--- config.mk ---
export PLATFORM = sky130hd
export DESIGN_NAME = tes_merge
export DESIGN_NICKNAME = d
export VERILOG_FILES = /design/src/hw/rtl/tes_pkg.sv /design/src/hw/rtl/tes_merge.sv
export SDC_FILE = /design/constraint.sdc
export NUM_CORES = 1
export LEC_CHECK = 0
export ABC_CLOCK_PERIOD_IN_PS = 6700
export BUFFER_PORTS_ARGS = -buffer_cell sky130_fd_sc_hd__buf_2
export CAP_MARGIN = 20
export CORE_AREA = 2 2 197 199
export CTS_BUF_LIST = sky130_fd_sc_hd__clkbuf_2 sky130_fd_sc_hd__clkbuf_4 sky130_fd_sc_hd__clkbuf_8
export CTS_CLUSTER_DIAMETER = 40
export DETAILED_ROUTE_END_ITERATION = 6
export DIE_AREA = 0 0 199 201
export PLACE_DENSITY = 0.8
export SYNTH_ARGS = -nofsm -noshare
export SYNTH_HDL_FRONTEND = slang
export SYNTH_SLANG_ARGS = --single-unit
--- constraint.sdc ---
create_clock -name clk -period 6.7 [get_ports clk]
set_clock_uncertainty 0.05 [all_clocks]
set_input_delay 1.005 -clock clk [delete_from_list [all_inputs] [get_ports clk]]
set_output_delay 1.005 -clock clk [all_outputs]
set_load 0.01 [all_outputs]
--- src/hw/rtl/tes_pkg.sv ---
// Shared constants, types and helper functions for the triangle element stiffness block.
// Used by every module in hw/rtl; depends on nothing else.
package tes_pkg;

  // Field and datapath widths.
  localparam int COORD_W = 32;
  localparam int DIFF_W = 33;
  localparam int AREA_W = 67;
  localparam int DEN_W = 68;
  localparam int NODE_W = 16;
  localparam int DOF_W = 17;
  localparam int VAL_W = 64;
  localparam int ACC_W = 131;
  localparam int CFG_W = 32;

  // Lane organization and entry counting.
  localparam int NUM_LANES = 4;
  localparam int LANE_IDX_W = $clog2(NUM_LANES);
  localparam int CNT_W = $clog2(NUM_LANES + 1);
  localparam int NUM_ENTRIES = 36;
  localparam int PER_ROW = 12;
  localparam int NUM_GROUPS = NUM_ENTRIES / NUM_LANES;
  localparam int GROUP_W = $clog2(NUM_GROUPS);
  localparam int ENTRY_W = $clog2(NUM_ENTRIES);
  localparam int NUM_TERMS = 4;
  localparam int NUM_PARTS = 4;
  localparam int PART_W = 16;
  localparam int QUO_W = 64;
  localparam int STEP_W = $clog2(QUO_W);

  // Configuration register indexes.
  localparam int REG_IDX_W = 3;
  localparam logic [REG_IDX_W-1:0] REG_D11 = 3'd0;
  localparam logic [REG_IDX_W-1:0] REG_D12 = 3'd1;
  localparam logic [REG_IDX_W-1:0] REG_D13 = 3'd2;
  localparam logic [REG_IDX_W-1:0] REG_D22 = 3'd3;
  localparam logic [REG_IDX_W-1:0] REG_D23 = 3'd4;
  localparam logic [REG_IDX_W-1:0] REG_D33 = 3'd5;
  localparam logic [REG_IDX_W-1:0] REG_THICK = 3'd6;
  localparam logic [CFG_W-1:0] THICK_RESET = 32'h0001_0000;

  // Saturation limits of the Q32.32 result.
  localparam logic [VAL_W-1:0] VAL_MAX = 64'h7FFF_FFFF_FFFF_FFFF;
  localparam logic [VAL_W-1:0] VAL_MIN = 64'h8000_0000_0000_0000;

  typedef struct packed {
    logic signed [CFG_W-1:0] d11;
    logic signed [CFG_W-1:0] d12;
    logic signed [CFG_W-1:0] d13;
    logic signed [CFG_W-1:0] d22;
    logic signed [CFG_W-1:0] d23;
    logic signed [CFG_W-1:0] d33;
  } dmat_t;

  // Geometry of one element, ready for the lanes.
  typedef struct packed {
    logic [2:0][DIFF_W-1:0] b;
    logic [2:0][DIFF_W-1:0] c;
    logic [DEN_W-1:0] den;
    logic degen;
    logic [2:0][NODE_W-1:0] node;
  } elem_t;

  // Operands of one matrix entry handed to a lane.
  typedef struct packed {
    logic signed [DIFF_W-1:0] u_b;
    logic signed [DIFF_W-1:0] u_c;
    logic signed [DIFF_W-1:0] v_b;
    logic signed [DIFF_W-1:0] v_c;
    logic r;
    logic s;
  } lane_op_t;

  // Position tag that travels with a lane result.
  typedef struct packed {
    logic [DOF_W-1:0] row_dof;
    logic [DOF_W-1:0] col_dof;
    logic last;
  } lane_tag_t;

  typedef struct packed {
    logic [1:0] i;
    logic [1:0] j;
    logic r;
    logic s;
  } epos_t;

  // Split an entry number into node pair and direction pair, row-major order.
  function automatic epos_t entry_pos(logic [ENTRY_W-1:0] n);
    epos_t e;
    logic [ENTRY_W-1:0] rem;
    if (n >= ENTRY_W'(2 * PER_ROW)) begin
      e.i = 2'd2;
      rem = n - ENTRY_W'(2 * PER_ROW);
    end else if (n >= ENTRY_W'(PER_ROW)) begin
      e.i = 2'd1;
      rem = n - ENTRY_W'(PER_ROW);
    end else begin
      e.i = 2'd0;
      rem = n;
    end
    e.j = rem[3:2];
    e.r = rem[1];
    e.s = rem[0];
    return e;
  endfunction

  // Entry of the symmetric elasticity matrix.
  function automatic logic signed [CFG_W-1:0] d_entry(dmat_t d, logic [1:0] p, logic [1:0] q);
    logic signed [CFG_W-1:0] v;
    unique case ({p, q})
      4'b0000: v = d.d11;
      4'b0001, 4'b0100: v = d.d12;
      4'b0010, 4'b1000: v = d.d13;
      4'b0101: v = d.d22;
      4'b0110, 4'b1001: v = d.d23;
      4'b1010: v = d.d33;
      default: v = '0;
    endcase
    return v;
  endfunction

endpackage

--- src/hw/rtl/tes_merge.sv ---
// Merging stage: buffers a lane group, sends one word a cycle while out_ready allows.
// Depends on tes_pkg; drives the output channel registers.
module tes_merge (
  input  logic                                        clk,
  input  logic                                        rst,
  input  logic                                        load,
  output logic                                        can_load,
  input  logic [tes_pkg::NUM_LANES-1:0][tes_pkg::VAL_W-1:0] vals,
  input  tes_pkg::lane_tag_t [tes_pkg::NUM_LANES-1:0] tags,
  input  logic                                        degen,
  output logic                                        out_valid,
  input  logic                                        out_ready,
  output logic [16:0]                                 row_dof,
  output logic [16:0]                                 col_dof,
  output logic signed [63:0]                          stiffness,
  output logic                                        degenerate,
  output logic                                        last
);

  logic [tes_pkg::VAL_W-1:0] hold_val [tes_pkg::NUM_LANES];
  tes_pkg::lane_tag_t hold_tag [tes_pkg::NUM_LANES];
  logic hold_degen;
  logic [tes_pkg::CNT_W-1:0] cnt;
  logic [tes_pkg::LANE_IDX_W-1:0] rd;
  logic pop;

  assign can_load = (cnt == '0);
  assign pop = (cnt != '0) && (!out_valid || out_ready);

  // Group buffer and output register control.
  always_ff @(posedge clk) begin
    if (rst) begin
      cnt <= '0;
      rd <= '0;
      out_valid <= 1'b0;
    end else begin
      if (load) begin
        cnt <= tes_pkg::CNT_W'(tes_pkg::NUM_LANES);
        rd <= '0;
      end else if (pop) begin
        cnt <= cnt - 1'b1;
        rd <= rd + 1'b1;
      end
      if (pop) begin
        out_valid <= 1'b1;
      end else if (out_ready) begin
        out_valid <= 1'b0;
      end
    end
  end

  // Payload; a degenerate element reports zero values.
  always_ff @(posedge clk) begin
    if (load) begin
      for (int l = 0; l < tes_pkg::NUM_LANES; l++) begin
        hold_val[l] <= vals[l];
        hold_tag[l] <= tags[l];
      end
      hold_degen <= degen;
    end
    if (pop) begin
      row_dof <= hold_tag[rd].row_dof;
      col_dof <= hold_tag[rd].col_dof;
      last <= hold_tag[rd].last;
      degenerate <= hold_degen;
      stiffness <= hold_degen ? '0 : hold_val[rd];
    end
  end

endmodule

# After elaboration in Yosys (flattened, before gate mapping)
# Memories as Yosys holds them, arrays and structs flattened. A register that Yosys moved wholly into a read port is not among the register bits.
# Index checks and enable logic that the tools add are counted.
[word_totals]
ff_bits = 8
ramBits = 396
wordCells = 24
mem_count = 2
[memory_table]
columns = ["memory", "words", "word_bits", "rd", "rd_ports_with_merged_regs", "write_ports", "line", "source"]
rows = [
  ["hold_val", 4, 64, 1, 1, 4, "tes_merge.sv:20", "logic [tes_pkg::VAL_W-1:0] hold_val [tes_pkg::NUM_LANES];"],
  ["hold_tag", 4, 35, 1, 1, 4, "tes_merge.sv:21", "tes_pkg::lane_tag_t hold_tag [tes_pkg::NUM_LANES];"],
]
[op_classes]
addsub = 2
n_mux = 6
n_reduce_logical = 8
[op_table]
columns = ["cell", "count"]
rows = [
  ["2-to-1 mux 3 bit", 2],
  ["2-to-1 mux 1 bit", 4],
  ["nonzero test 2 bit", 2],
  ["logical NOT 3 bit", 1],
  ["nonzero test 3 bit", 1],
  ["subtractor 3 x 1 -> 3 bit (second input constant)", 1],
  ["adder 2 x 1 -> 2 bit (second input constant)", 1],
  ["OR reduction 2 bit", 1],
  ["logical AND 1 bit", 1],
  ["logical NOT 1 bit", 1],
  ["logical OR 1 bit", 1],
]

# Depth between registers and ports, before layout
[logic_depth]
ltp_word = 5
ltp_mapped = 6
ltp_nobuf = 5

# Worst setup path before layout
# OpenSTA, ideal clock, no wires.
[synth_path]
path_type = "input to register"
startpoint = "input out_ready"
endpoint = "register cnt[1] (netlist name)"
setup_time_ns = 0.339
t_arrival_ns = 5.693
setup_slack_ns = 0.618
stages = 4
cell_sequence = "nor2b_1 -> clkbuf_1 -> nor2_1 -> a211oi_1"
[synth_between]
elab_chain_cells = 2
[synth_lines]
columns = ["item", "line", "source"]
rows = [
  ["start, declared", "tes_merge.sv:12", "input logic out_ready,"],
  ["logical OR 1 bit", "tes_merge.sv:28", "assign pop = (cnt != '0) && (!out_valid || out_ready);"],
  ["logical AND 1 bit", "tes_merge.sv:28", ""],
  ["net pop", "tes_merge.sv:25", "logic pop;"],
  ["end signal, assigned", "tes_merge.sv:38", "cnt <= tes_pkg::CNT_W'(tes_pkg::NUM_LANES);"],
  ["end signal, assigned", "tes_merge.sv:41", "cnt <= cnt - 1'b1;"],
  ["end, declared", "tes_merge.sv:23", "logic [tes_pkg::CNT_W-1:0] cnt;"],
]
# The timed path passes the listed nets, and every way through them passes these cells.
# A chain may end at the register's enable or synchronous reset.

# Final worst setup path
[layout_path]
startpoint = "register cnt[1] (netlist name)"
endpoint = "output can_load"
[layout_between]
elab_chain_cells = 1
[layout_lines]
columns = ["item", "line", "source"]
rows = [
  ["logical NOT 3 bit", "tes_merge.sv:27", "assign can_load = (cnt == '0);"],
  ["end, declared", "tes_merge.sv:7", "output logic can_load,"],
]
# Every way passes these cells.

==> impl_metrics.toml <==
[pwr]
powerDensity_mw_per_mm2 = 309
ir_worst_vdd_mv = 0.252
total_power_mw = 7.02
leakage_nw = 8.48

[flow_run]
cap_viol_max_count = 0

[logic_synthesis]
yosys.area_share.simple = 0.0254
ys_seq_area_frac = 0.836
synth_top_family_by_area = "multiplexers"
ys_types = 23
synthMuxAreaShare = 0.124
synth-compound-area-share = 0.00355
synth_cells = 724
synth_adder_area_share = 0.00139
syn_nets = 1127
syn-cell-area_mm2 = 0.0180
synth.avg_cell_area_um2 = 24.8
postSynthRegisterBits = 503
synth-xor-area-share = 0
yosysWarnings = 0

[die]
io_pins = 503
die-area_mm2 = 0.0400
initial_core_util = 0.472
fp.dieH_um = 201
core_mm2 = 0.0381
die_x_um = 199
fp-row-count = 72

[clock_network]
clock-sinks = 503
post-cts-setup-buffers = 0
clk_path_buf_depth = 3
hold_buffers = 0
cts_buffers = 83
cts_root_buf = "clkbuf_8"
cts_resized = 0
tritoncts = "yes"
clk_pin_slew_ns = 0.06
clkLatencyLatePin_ns = 0.64
htree_num_levels = 3

[routing]
vias_per_cell = 4.96
vias = 9295
detail_route.first_pass.iterations = 4
drc = 0
wl_per_cell_um = 20.7
postRouteAntennaNets = 0
drt-total-wl_mm = 38.7
drt_iter0_drc = 434

[placed_design]
hpwlAfterDp_mm = 26.3
pre_cts_slack_ns = 4.08
io_buffer_count = 502
gp_congestion = 0.799

[run_status]
status = "completed"

[final_layout]
final_cell_mix = "buf_2, edfxtp_1, mux4_2"
areaGrowthSynthToFinish_pct = 26.2
final_common_cell = "buf_2"
nFillCells = 2673
post-route-util = 0.596
register_area_mm2 = 0.0151
multi_input_area_mm2 = 0.00278
drive_above_1_share = 0.550
finalNetCount = 1691

[timing]
finalSetupViolations = 0
rsz0062_at_grt = "no"
max_freq_mhz = 327
finalCriticalPeriod_ns = 3.05
finalSetupTns_ns = 0
slew_violations = 0
worst_slew_pin_slew_ns = 1.04
layout_setup_ws_ns = 3.65
relSlewSlack = 0.306
post-route-period-util = 0.456
hold_viol = 0

[critical_path]
worstRegToRegCells = 3
cp_max_fo = 10
path_class = "reg -> out"
start_kind = "register"
critPathCaptureType = "output pin"
critPathArrivalTime_ns = 2.00
required_ns = 5.64

[grt]
grt_usage = 0.194
antenna_found_initial = 12
gr-total-overflow = 0
grt_max_degree = 182
grt_pass1_wl_mm = 56.6
grt_pass1_vias = 10100

[min_path]
hold_path.class = "reg -> reg"
worstHoldPathCells = 2
==> worst max-delay path: stages (launching register included) <==
cell,delay (ns)
dfxtp_1,0.30
inv_1,0.09
ha_1,0.17
nor2b_1,0.56
buf_2,0.26
==> logic make-up after synthesis <==
| kind of cell | after synthesis |
|---|---|
| AO/OA/AOI/OAI | 11 |
| AND/OR/NAND/NOR | 73 |
| adder cells (fa/ha/maj) | 2 |
| flip-flops | 503 |
| multiplexers | 99 |
| buffers and inverters | 36 |
==> Yosys cell counts <==
library cell	n	area (um^2)
edfxtp_1	497	14900
mux4_2	99	2230
nor2b_1	66	413
clkbuf_1	15	56.3
buf_4	6	45.0
dfxtp_1	6	120
buf_2	5	25.0
a21oi_1	4	20.0
buf_1	4	15.0
inv_1	4	15.0
o21ai_0	3	15.0
ha_1	2	25.0
or3_1	2	12.5
or4_1	2	15.0
a211oi_1	1	7.51
a31oi_1	1	6.26
buf_6	1	11.3
inv_2	1	3.75
nand2b_1	1	6.26
nor2_1	1	3.75
o21a_1	1	7.51
o31ai_1	1	7.51
or2_2	1	6.26
==> area by class of cell <==
type,instances,share of cell area
Tap cell,518,0.0285
Clock buffer,105,0.0576
Sequential cell,503,0.663
Clock inverter,43,0.0120
Multi-Input combinational cell,185,0.123
Inverter,5,0.000827
Timing Repair Buffer,510,0.115
Antenna cell,5,0.000551
==> routing by layer <==
metal,track usage,up-vias,wire length (um)
met4,0.0869,12,1120
met1,0.214,4595,13700
met3,0.0684,82,3660
li1,-,4158,-
met2,0.334,448,20200
met5,0,-,95
==> path summary, 6_finish.rpt <==
check | startpoint | to | slack (ns)
max | cnt[1] | can_load | 3.65
min | cnt[0] | cnt[0] | 0.44
max reg2reg | rd[0] | stiffness[28] | 4.16
min reg2reg | cnt[0] | cnt[0] | 0.44
==> registers in the layout, indices dropped and copies added, names as in the netlist <==
| signal | cells |
|---|---|
| col_dof | 17 |
| hold_degen | 1 |
| rd | 2 |
| cnt | 3 |
| hold_tag | 140 |
| out_valid | 1 |
| stiffness | 64 |
| last | 1 |
| row_dof | 17 |
| hold_val | 256 |
| degenerate | 1 |
==> metrics by stage <==
stage | std cells | area (um^2) | hold slack [ns]
after floorplan | 724 | 18000 | 0.374
after global placement | 1721 | 21100 | 0.417
after detailed placement | 1721 | 21100 | 0.430
after CTS | 1869 | 22700 | 0.419
after global routing | 1874 | 22700 | 0.436
final | 1874 | 22700 | 0.438
==> report_power, final <==
group,leakage [nW],switching (mW),internal [mW]
combinational,2.75,0.303,0.285
clock,0.818,1.20,1.34
sequential,4.91,0.0862,3.81
total,8.48,1.58,5.44
Power figures use the tool's default switching activity.
