$ cat config.mk
export PLATFORM = sky130hd
export DESIGN_NAME = tes_front
export DESIGN_NICKNAME = d
export VERILOG_FILES = /design/src/hw/rtl/tes_pkg.sv /design/src/hw/rtl/tes_front.sv
export SDC_FILE = /design/constraint.sdc
export NUM_CORES = 2
export LEC_CHECK = 0
export BUFFER_PORTS_ARGS = -buffer_cell sky130_fd_sc_hd__buf_2
export CORE_MARGIN = 8
export CORE_UTILIZATION = 49
export DETAILED_ROUTE_END_ITERATION = 10
export PLACE_DENSITY = 0.7
export SLEW_MARGIN = 20
export SYNTH_ARGS = -nofsm -noshare
export SYNTH_HDL_FRONTEND = slang
export SYNTH_SLANG_ARGS = --single-unit
$ cat constraint.sdc
create_clock -name clk -period 22.6 [get_ports clk]
set_clock_uncertainty 0.15 [all_clocks]
set_input_delay 2.26 -clock clk [delete_from_list [all_inputs] [get_ports clk]]
set_output_delay 2.26 -clock clk [all_outputs]
set_load 0.03 [all_outputs]
$ cat src/hw/rtl/tes_pkg.sv
// Shared constants, types and helper functions for the triangle element stiffness block.
// Used by every module in hw/rtl; depends on nothing else.
package tes_pkg;

  // Field and datapath widths.
  localparam int COORD_W = 32;
  localparam int DIFF_W = 33;
  localparam int AREA_W = 67;
  localparam int DEN_W = 68;
  localparam int NODE_W = 16;
  localparam int DOF_W = 17;
  localparam int VAL_W = 64;
  localparam int ACC_W = 131;
  localparam int CFG_W = 32;

  // Lane organization and entry counting.
  localparam int NUM_LANES = 4;
  localparam int LANE_IDX_W = $clog2(NUM_LANES);
  localparam int CNT_W = $clog2(NUM_LANES + 1);
  localparam int NUM_ENTRIES = 36;
  localparam int PER_ROW = 12;
  localparam int NUM_GROUPS = NUM_ENTRIES / NUM_LANES;
  localparam int GROUP_W = $clog2(NUM_GROUPS);
  localparam int ENTRY_W = $clog2(NUM_ENTRIES);
  localparam int NUM_TERMS = 4;
  localparam int NUM_PARTS = 4;
  localparam int PART_W = 16;
  localparam int QUO_W = 64;
  localparam int STEP_W = $clog2(QUO_W);

  // Configuration register indexes.
  localparam int REG_IDX_W = 3;
  localparam logic [REG_IDX_W-1:0] REG_D11 = 3'd0;
  localparam logic [REG_IDX_W-1:0] REG_D12 = 3'd1;
  localparam logic [REG_IDX_W-1:0] REG_D13 = 3'd2;
  localparam logic [REG_IDX_W-1:0] REG_D22 = 3'd3;
  localparam logic [REG_IDX_W-1:0] REG_D23 = 3'd4;
  localparam logic [REG_IDX_W-1:0] REG_D33 = 3'd5;
  localparam logic [REG_IDX_W-1:0] REG_THICK = 3'd6;
  localparam logic [CFG_W-1:0] THICK_RESET = 32'h0001_0000;

  // Saturation limits of the Q32.32 result.
  localparam logic [VAL_W-1:0] VAL_MAX = 64'h7FFF_FFFF_FFFF_FFFF;
  localparam logic [VAL_W-1:0] VAL_MIN = 64'h8000_0000_0000_0000;

  typedef struct packed {
    logic signed [CFG_W-1:0] d11;
    logic signed [CFG_W-1:0] d12;
    logic signed [CFG_W-1:0] d13;
    logic signed [CFG_W-1:0] d22;
    logic signed [CFG_W-1:0] d23;
    logic signed [CFG_W-1:0] d33;
  } dmat_t;

  // Geometry of one element, ready for the lanes.
  typedef struct packed {
    logic [2:0][DIFF_W-1:0] b;
    logic [2:0][DIFF_W-1:0] c;
    logic [DEN_W-1:0] den;
    logic degen;
    logic [2:0][NODE_W-1:0] node;
  } elem_t;

  // Operands of one matrix entry handed to a lane.
  typedef struct packed {
    logic signed [DIFF_W-1:0] u_b;
    logic signed [DIFF_W-1:0] u_c;
    logic signed [DIFF_W-1:0] v_b;
    logic signed [DIFF_W-1:0] v_c;
    logic r;
    logic s;
  } lane_op_t;

  // Position tag that travels with a lane result.
  typedef struct packed {
    logic [DOF_W-1:0] row_dof;
    logic [DOF_W-1:0] col_dof;
    logic last;
  } lane_tag_t;

  typedef struct packed {
    logic [1:0] i;
    logic [1:0] j;
    logic r;
    logic s;
  } epos_t;

  // Split an entry number into node pair and direction pair, row-major order.
  function automatic epos_t entry_pos(logic [ENTRY_W-1:0] n);
    epos_t e;
    logic [ENTRY_W-1:0] rem;
    if (n >= ENTRY_W'(2 * PER_ROW)) begin
      e.i = 2'd2;
      rem = n - ENTRY_W'(2 * PER_ROW);
    end else if (n >= ENTRY_W'(PER_ROW)) begin
      e.i = 2'd1;
      rem = n - ENTRY_W'(PER_ROW);
    end else begin
      e.i = 2'd0;
      rem = n;
    end
    e.j = rem[3:2];
    e.r = rem[1];
    e.s = rem[0];
    return e;
  endfunction

  // Entry of the symmetric elasticity matrix.
  function automatic logic signed [CFG_W-1:0] d_entry(dmat_t d, logic [1:0] p, logic [1:0] q);
    logic signed [CFG_W-1:0] v;
    unique case ({p, q})
      4'b0000: v = d.d11;
      4'b0001, 4'b0100: v = d.d12;
      4'b0010, 4'b1000: v = d.d13;
      4'b0101: v = d.d22;
      4'b0110, 4'b1001: v = d.d23;
      4'b1010: v = d.d33;
      default: v = '0;
    endcase
    return v;
  endfunction

endpackage

$ cat src/hw/rtl/tes_front.sv
// Front end: takes one triangle word, forms the b and c terms and the doubled area.
// Depends on tes_pkg; feeds the element register read by the lane sequencer.
module tes_front (
  input  logic                          clk,
  input  logic                          rst,
  input  logic                          in_valid,
  output logic                          in_ready,
  input  logic signed [31:0]            ax,
  input  logic signed [31:0]            ay,
  input  logic signed [31:0]            bx,
  input  logic signed [31:0]            by_coord,
  input  logic signed [31:0]            cx,
  input  logic signed [31:0]            cy,
  input  logic [15:0]                   node_a,
  input  logic [15:0]                   node_b,
  input  logic [15:0]                   node_c,
  output logic                          elem_valid,
  output tes_pkg::elem_t                elem,
  input  logic                          elem_take
);

  typedef enum logic [1:0] {F_IDLE, F_AREA, F_HOLD} fstate_t;

  fstate_t state;
  logic signed [tes_pkg::COORD_W-1:0] xr [3];
  logic signed [tes_pkg::DIFF_W-1:0] br [3];
  logic signed [tes_pkg::DIFF_W-1:0] cr [3];
  logic [2:0][tes_pkg::NODE_W-1:0] nodes;
  logic signed [tes_pkg::AREA_W-1:0] area;
  logic [1:0] k;

  logic signed [64:0] prod;
  logic [tes_pkg::AREA_W-1:0] area_abs;
  logic load_elem;

  // One product of the shoelace sum per cycle.
  assign prod = xr[k] * br[k];
  assign area_abs = area[tes_pkg::AREA_W-1] ? (~area + 1'b1) : area;
  assign in_ready = (state == F_IDLE);
  assign load_elem = (state == F_HOLD) && (!elem_valid || elem_take);

  always_ff @(posedge clk) begin
    if (rst) begin
      state <= F_IDLE;
      elem_valid <= 1'b0;
      k <= '0;
    end else begin
      unique case (state)
        F_IDLE: begin
          if (in_valid) begin
            xr[0] <= ax;
            xr[1] <= bx;
            xr[2] <= cx;
            br[0] <= tes_pkg::DIFF_W'(by_coord) - tes_pkg::DIFF_W'(cy);
            br[1] <= tes_pkg::DIFF_W'(cy) - tes_pkg::DIFF_W'(ay);
            br[2] <= tes_pkg::DIFF_W'(ay) - tes_pkg::DIFF_W'(by_coord);
            cr[0] <= tes_pkg::DIFF_W'(cx) - tes_pkg::DIFF_W'(bx);
            cr[1] <= tes_pkg::DIFF_W'(ax) - tes_pkg::DIFF_W'(cx);
            cr[2] <= tes_pkg::DIFF_W'(bx) - tes_pkg::DIFF_W'(ax);
            nodes <= {node_c, node_b, node_a};
            area <= '0;
            k <= '0;
            state <= F_AREA;
          end
        end
        F_AREA: begin
          area <= area + tes_pkg::AREA_W'(prod);
          if (k == 2'd2) begin
            state <= F_HOLD;
          end else begin
            k <= k + 2'd1;
          end
        end
        F_HOLD: begin
          if (load_elem) begin
            state <= F_IDLE;
          end
        end
        default: state <= F_IDLE;
      endcase

      // The element register is refilled as soon as the sequencer lets go of it.
      if (load_elem) begin
        elem_valid <= 1'b1;
      end else if (elem_take) begin
        elem_valid <= 1'b0;
      end
    end
  end

  // Element payload, loaded without reset.
  always_ff @(posedge clk) begin
    if (load_elem) begin
      for (int i = 0; i < 3; i++) begin
        elem.b[i] <= br[i];
        elem.c[i] <= cr[i];
      end
      elem.node <= nodes;
      elem.degen <= (area == '0);
      elem.den <= {area_abs, 1'b0};
    end
  end

endmodule

* Word level (Yosys, flattened, before mapping) *
Memories as Yosys holds them, arrays and structs flattened. A register that Yosys moved wholly into a read port is not among the register bits.
Cells that the tools add are included.

storage, ports and cells
  bits in registers = 236
  memories kept = 3
  output and inout port bits = 317
  word-level logic and storage cells = 66
  bits in writable memories = 294
  bits of input ports = 244

operators by class
  multiplexer cells = 20
  bitwise logic cells = 2
  reduce and logical (&&, ||, !) cells = 11
  multiply operators = 1
  add/sub/neg operators = 9
  equal/unequal tests = 7

memory list
  memory  words  bits a word  rd ports  clocked after Yosys merged registers in  write ports  line             text
  br      3      33           4         4                                        3            tes_front.sv:26  logic signed [tes_pkg::DIFF_W-1:0] br [3];
  cr      3      33           3         3                                        3            tes_front.sv:27  logic signed [tes_pkg::DIFF_W-1:0] cr [3];
  xr      3      32           1         1                                        3            tes_front.sv:25  logic signed [tes_pkg::COORD_W-1:0] xr [3];

operators with widths
  operator                                                                count
  32-bit by 32-bit subtractor with 33-bit output                          6
  67-bit case mux with 2 select lines                                     1
  67-bit by 1-bit adder with 67-bit output (second input constant)        1
  67-bit by 65-bit adder with 67-bit output                               1
  67-bit logical NOT                                                      1
  67-bit two-way mux                                                      1
  67-bit inverter                                                         1
  66-bit two-way mux                                                      1
  32-bit by 33-bit multiplier with 65-bit output                          1
  2-bit two-way mux                                                       9
  3-bit AND reduction                                                     4
  2-bit != test (second input constant)                                   4
  1-bit two-way mux                                                       6
  2-bit case mux with 3 select lines                                      1
  2-bit equality test (second input constant)                             2
  2-bit case mux with 2 select lines                                      1
  2-bit nonzero test                                                      2
  2-bit by 1-bit adder with 2-bit output (second input constant)          1
  2-bit by 1-bit equality test with 1-bit output (second input constant)  1
  2-bit logical NOT                                                       1
  1-bit logical AND                                                       1
  1-bit logical NOT                                                       1
  1-bit logical OR                                                        1
  1-bit inverter                                                          1

* Depth between registers and ports, before layout *
  depth in word-level cells = 5
  mapped depth = 34

* Worst setup path before layout *
Ideal clock, no wire load.

  path kind = input port to flip-flop
  start = input port rst
  end = memory br[0][0] (netlist name) (enable)
  slack = -1.242 ns
  path buffers = 1
  stages on the path = 2
  required time = 21.141 ns
  setup time = 1.309 ns
  arrival time = 22.382 ns
  path through = clkbuf_1 > nor3_1

RTL lines
  element      line             text
  from (decl)  tes_front.sv:5   input logic rst,
  to (decl)    tes_front.sv:26

==> run metrics <==
ys async rst share=0; CTS root buffer=clkbuf_16; Hold/Removal Path Class=reg -> reg; Worst path top cell family by delay=adder cells; CP Capture Type=flip-flop; drt first pass iters=8; initial antenna violation count=12; Hold Vio Cnt, Final=0; core box area=0.154 mm^2; syn_area_per_cell=10.4 um^2; overall global routing resource usage=0.268; CP startpoint kind=flip-flop; Syn Nets=9,177; largest net degree at the start of global routing=164; WP data arrival=11,570 ps; H-tree levels=3; Cell variety after synth=87; remaining global-route overflow=0; hold_buf cts=0; CTS Buf Count=83; RSZ-0062 raised after global routing=false; status=complete, no violations; die height=409 um; CP most frequent cell=fa_1; Post-synth EDFFs=723; WL/cell=23.0 um; Sink Count=730; Port Buffers=559; fmax=88.4 MHz; most common cell after layout, fill and taps aside=inv_1; critical path required time=22,860 ps; most frequent cells in the layout=inv_1, fa_1, nand2_1, edfxtp_1, nor2_1; slowest stage delay, CP=860 ps; die area=0.167 mm^2; Crit Path Max Fanout=78; Max clock buf depth=3; Die W=409 um; final-report setup violation count=0; Initial Util=0.493; CP bufs+invs=11; # Max-Cap Violations=0; Starting DRT DRC Count=4,454; first-pass GRT wire length=343,000 um; Worst-Skew Late Latency=730 ps; Primary FF master, synth=edfxtp_1; Post-CTS Resized=0; number of core rows=144; DR vias=54,725; max_slew headroom=0.216; Worst Tran Pin Value=1180 ps; number of global-route vias before repair=58,224; Final nets=9,677; DRT Wirelength=226,000 um; clock slew at reported path FFs=70 ps; Post-DP HPWL=181,000 um; Vias/cell=5.55; Max Slew Vio Count=0; Placer Congestion=0.949; share of layout cells above drive strength 1=0.109; # IOs=561; CP max stage cell=buf_4; synthesis warning total=0; setup_tns=0 ps; register area share after synthesis=0.289; Mapped Area=0.0757 mm^2; CTS tree=done; Setup Buffers After CTS=0; crit share post-route=0.500; antenna-violating nets left=0; critical path class=reg -> reg; minimum clock period=11,310 ps; area added between synthesis and finish=10.8%; #FFs+latches synth=730; Synth Instances=7,245; Post-route DRC=0
## sequential cells by signal, summed over array words and instances, names as in the netlist, named ones only
name        flops
k               2
area           67
nodes          48
br             99
xr             96
elem_valid      1
state           2
cr             99
elem          314
## logic make-up after synthesis
kind of cell    Yosys count  synth area share
mux                      67           0.00887
simple gates           1814             0.102
flops                   730             0.289
xor+xnor                278            0.0322
compound gates          851            0.0732
other cells               1         0.0000495
buf+inv                1816            0.0902
fa+ha+maj              1688             0.405
## metrics by stage
step                 util  std cells  setup WS [ps]  instance area [um^2]  hold WS (ps)
finish              0.546       9855          11290                 83900           264
global route        0.546       9852          10880                 83900           270
CTS                 0.546       9850          11440                 83900           267
detailed placement  0.528       9703          11500                 81100           255
global placement    0.528       9703          11680                 81100           250
floorplan               -       7245           5290                 75700           250
## final cells by class
cell class,instances,area (um^2)
clock buffer,96,2130
timing repair buffer,657,3570
antenna,4,10.0
sequential,730,21900
multi-input combinational,4699,47200
tap,2044,2560
fill,13422,69800
clock inverter,51,618
inverter,1574,5910
## metal layers
metal	global-route usage	part of all wire	vias up
met2	0.452	0.48	2765
met3	0.0665	0.095	778
met5	0	0.00020	-
li1	-	-	23758
met4	0.145	0.068	8
met1	0.316	0.35	27416
## worst paths after layout
path | from | end | slack [ps] | depth (start not counted)
hold reg to reg | nodes[9] | elem[9] | 260 | 0
setup / recovery | flip-flop | area[65] | 11290 | 32
setup reg to reg | flip-flop | area[65] | 11290 | 32
hold / removal | nodes[9] | elem[9] | 260 | 0
## cells in the mapped netlist, types with 7 or more instances
| cell type | count | area [um^2] |
|---|---|---|
| or2_2 | 7 | 43.8 |
| fa_1 | 1270 | 25400 |
| a41oi_1 | 7 | 61.3 |
| inv_1 | 1572 | 5900 |
| nand4_1 | 34 | 213 |
| clkbuf_1 | 230 | 863 |
| xnor2_1 | 222 | 1940 |
| nand3_1 | 58 | 290 |
| dfxtp_1 | 7 | 140 |
| a21o_1 | 103 | 773 |
| ha_1 | 418 | 5230 |
| xor2_1 | 56 | 490 |
| buf_1 | 9 | 33.8 |
| o21ai_1 | 46 | 230 |
| nor3b_1 | 7 | 52.6 |
| o21ai_0 | 151 | 756 |
| a31oi_1 | 24 | 150 |
| o41ai_1 | 13 | 114 |
| nor3_1 | 65 | 325 |
| nor4_1 | 19 | 119 |
| o31a_1 | 11 | 96.3 |
| o21a_1 | 112 | 841 |
| o21bai_1 | 32 | 240 |
| a311o_1 | 7 | 70.1 |
| nor2_1 | 691 | 2590 |
| and2_1 | 36 | 225 |
| nand2b_1 | 53 | 332 |
| or3_1 | 25 | 156 |
| and3_1 | 20 | 125 |
| a211oi_1 | 22 | 165 |
| mux2i_1 | 66 | 661 |
| and4_1 | 7 | 61.3 |
| nand2_1 | 733 | 2750 |
| o31ai_1 | 30 | 225 |
| edfxtp_1 | 723 | 21700 |
| a21oi_1 | 215 | 1080 |
| nor2b_1 | 32 | 200 |
Power is not shown: default switching activity piles up to over one toggle a cycle in this logic, so the estimate is an artifact.
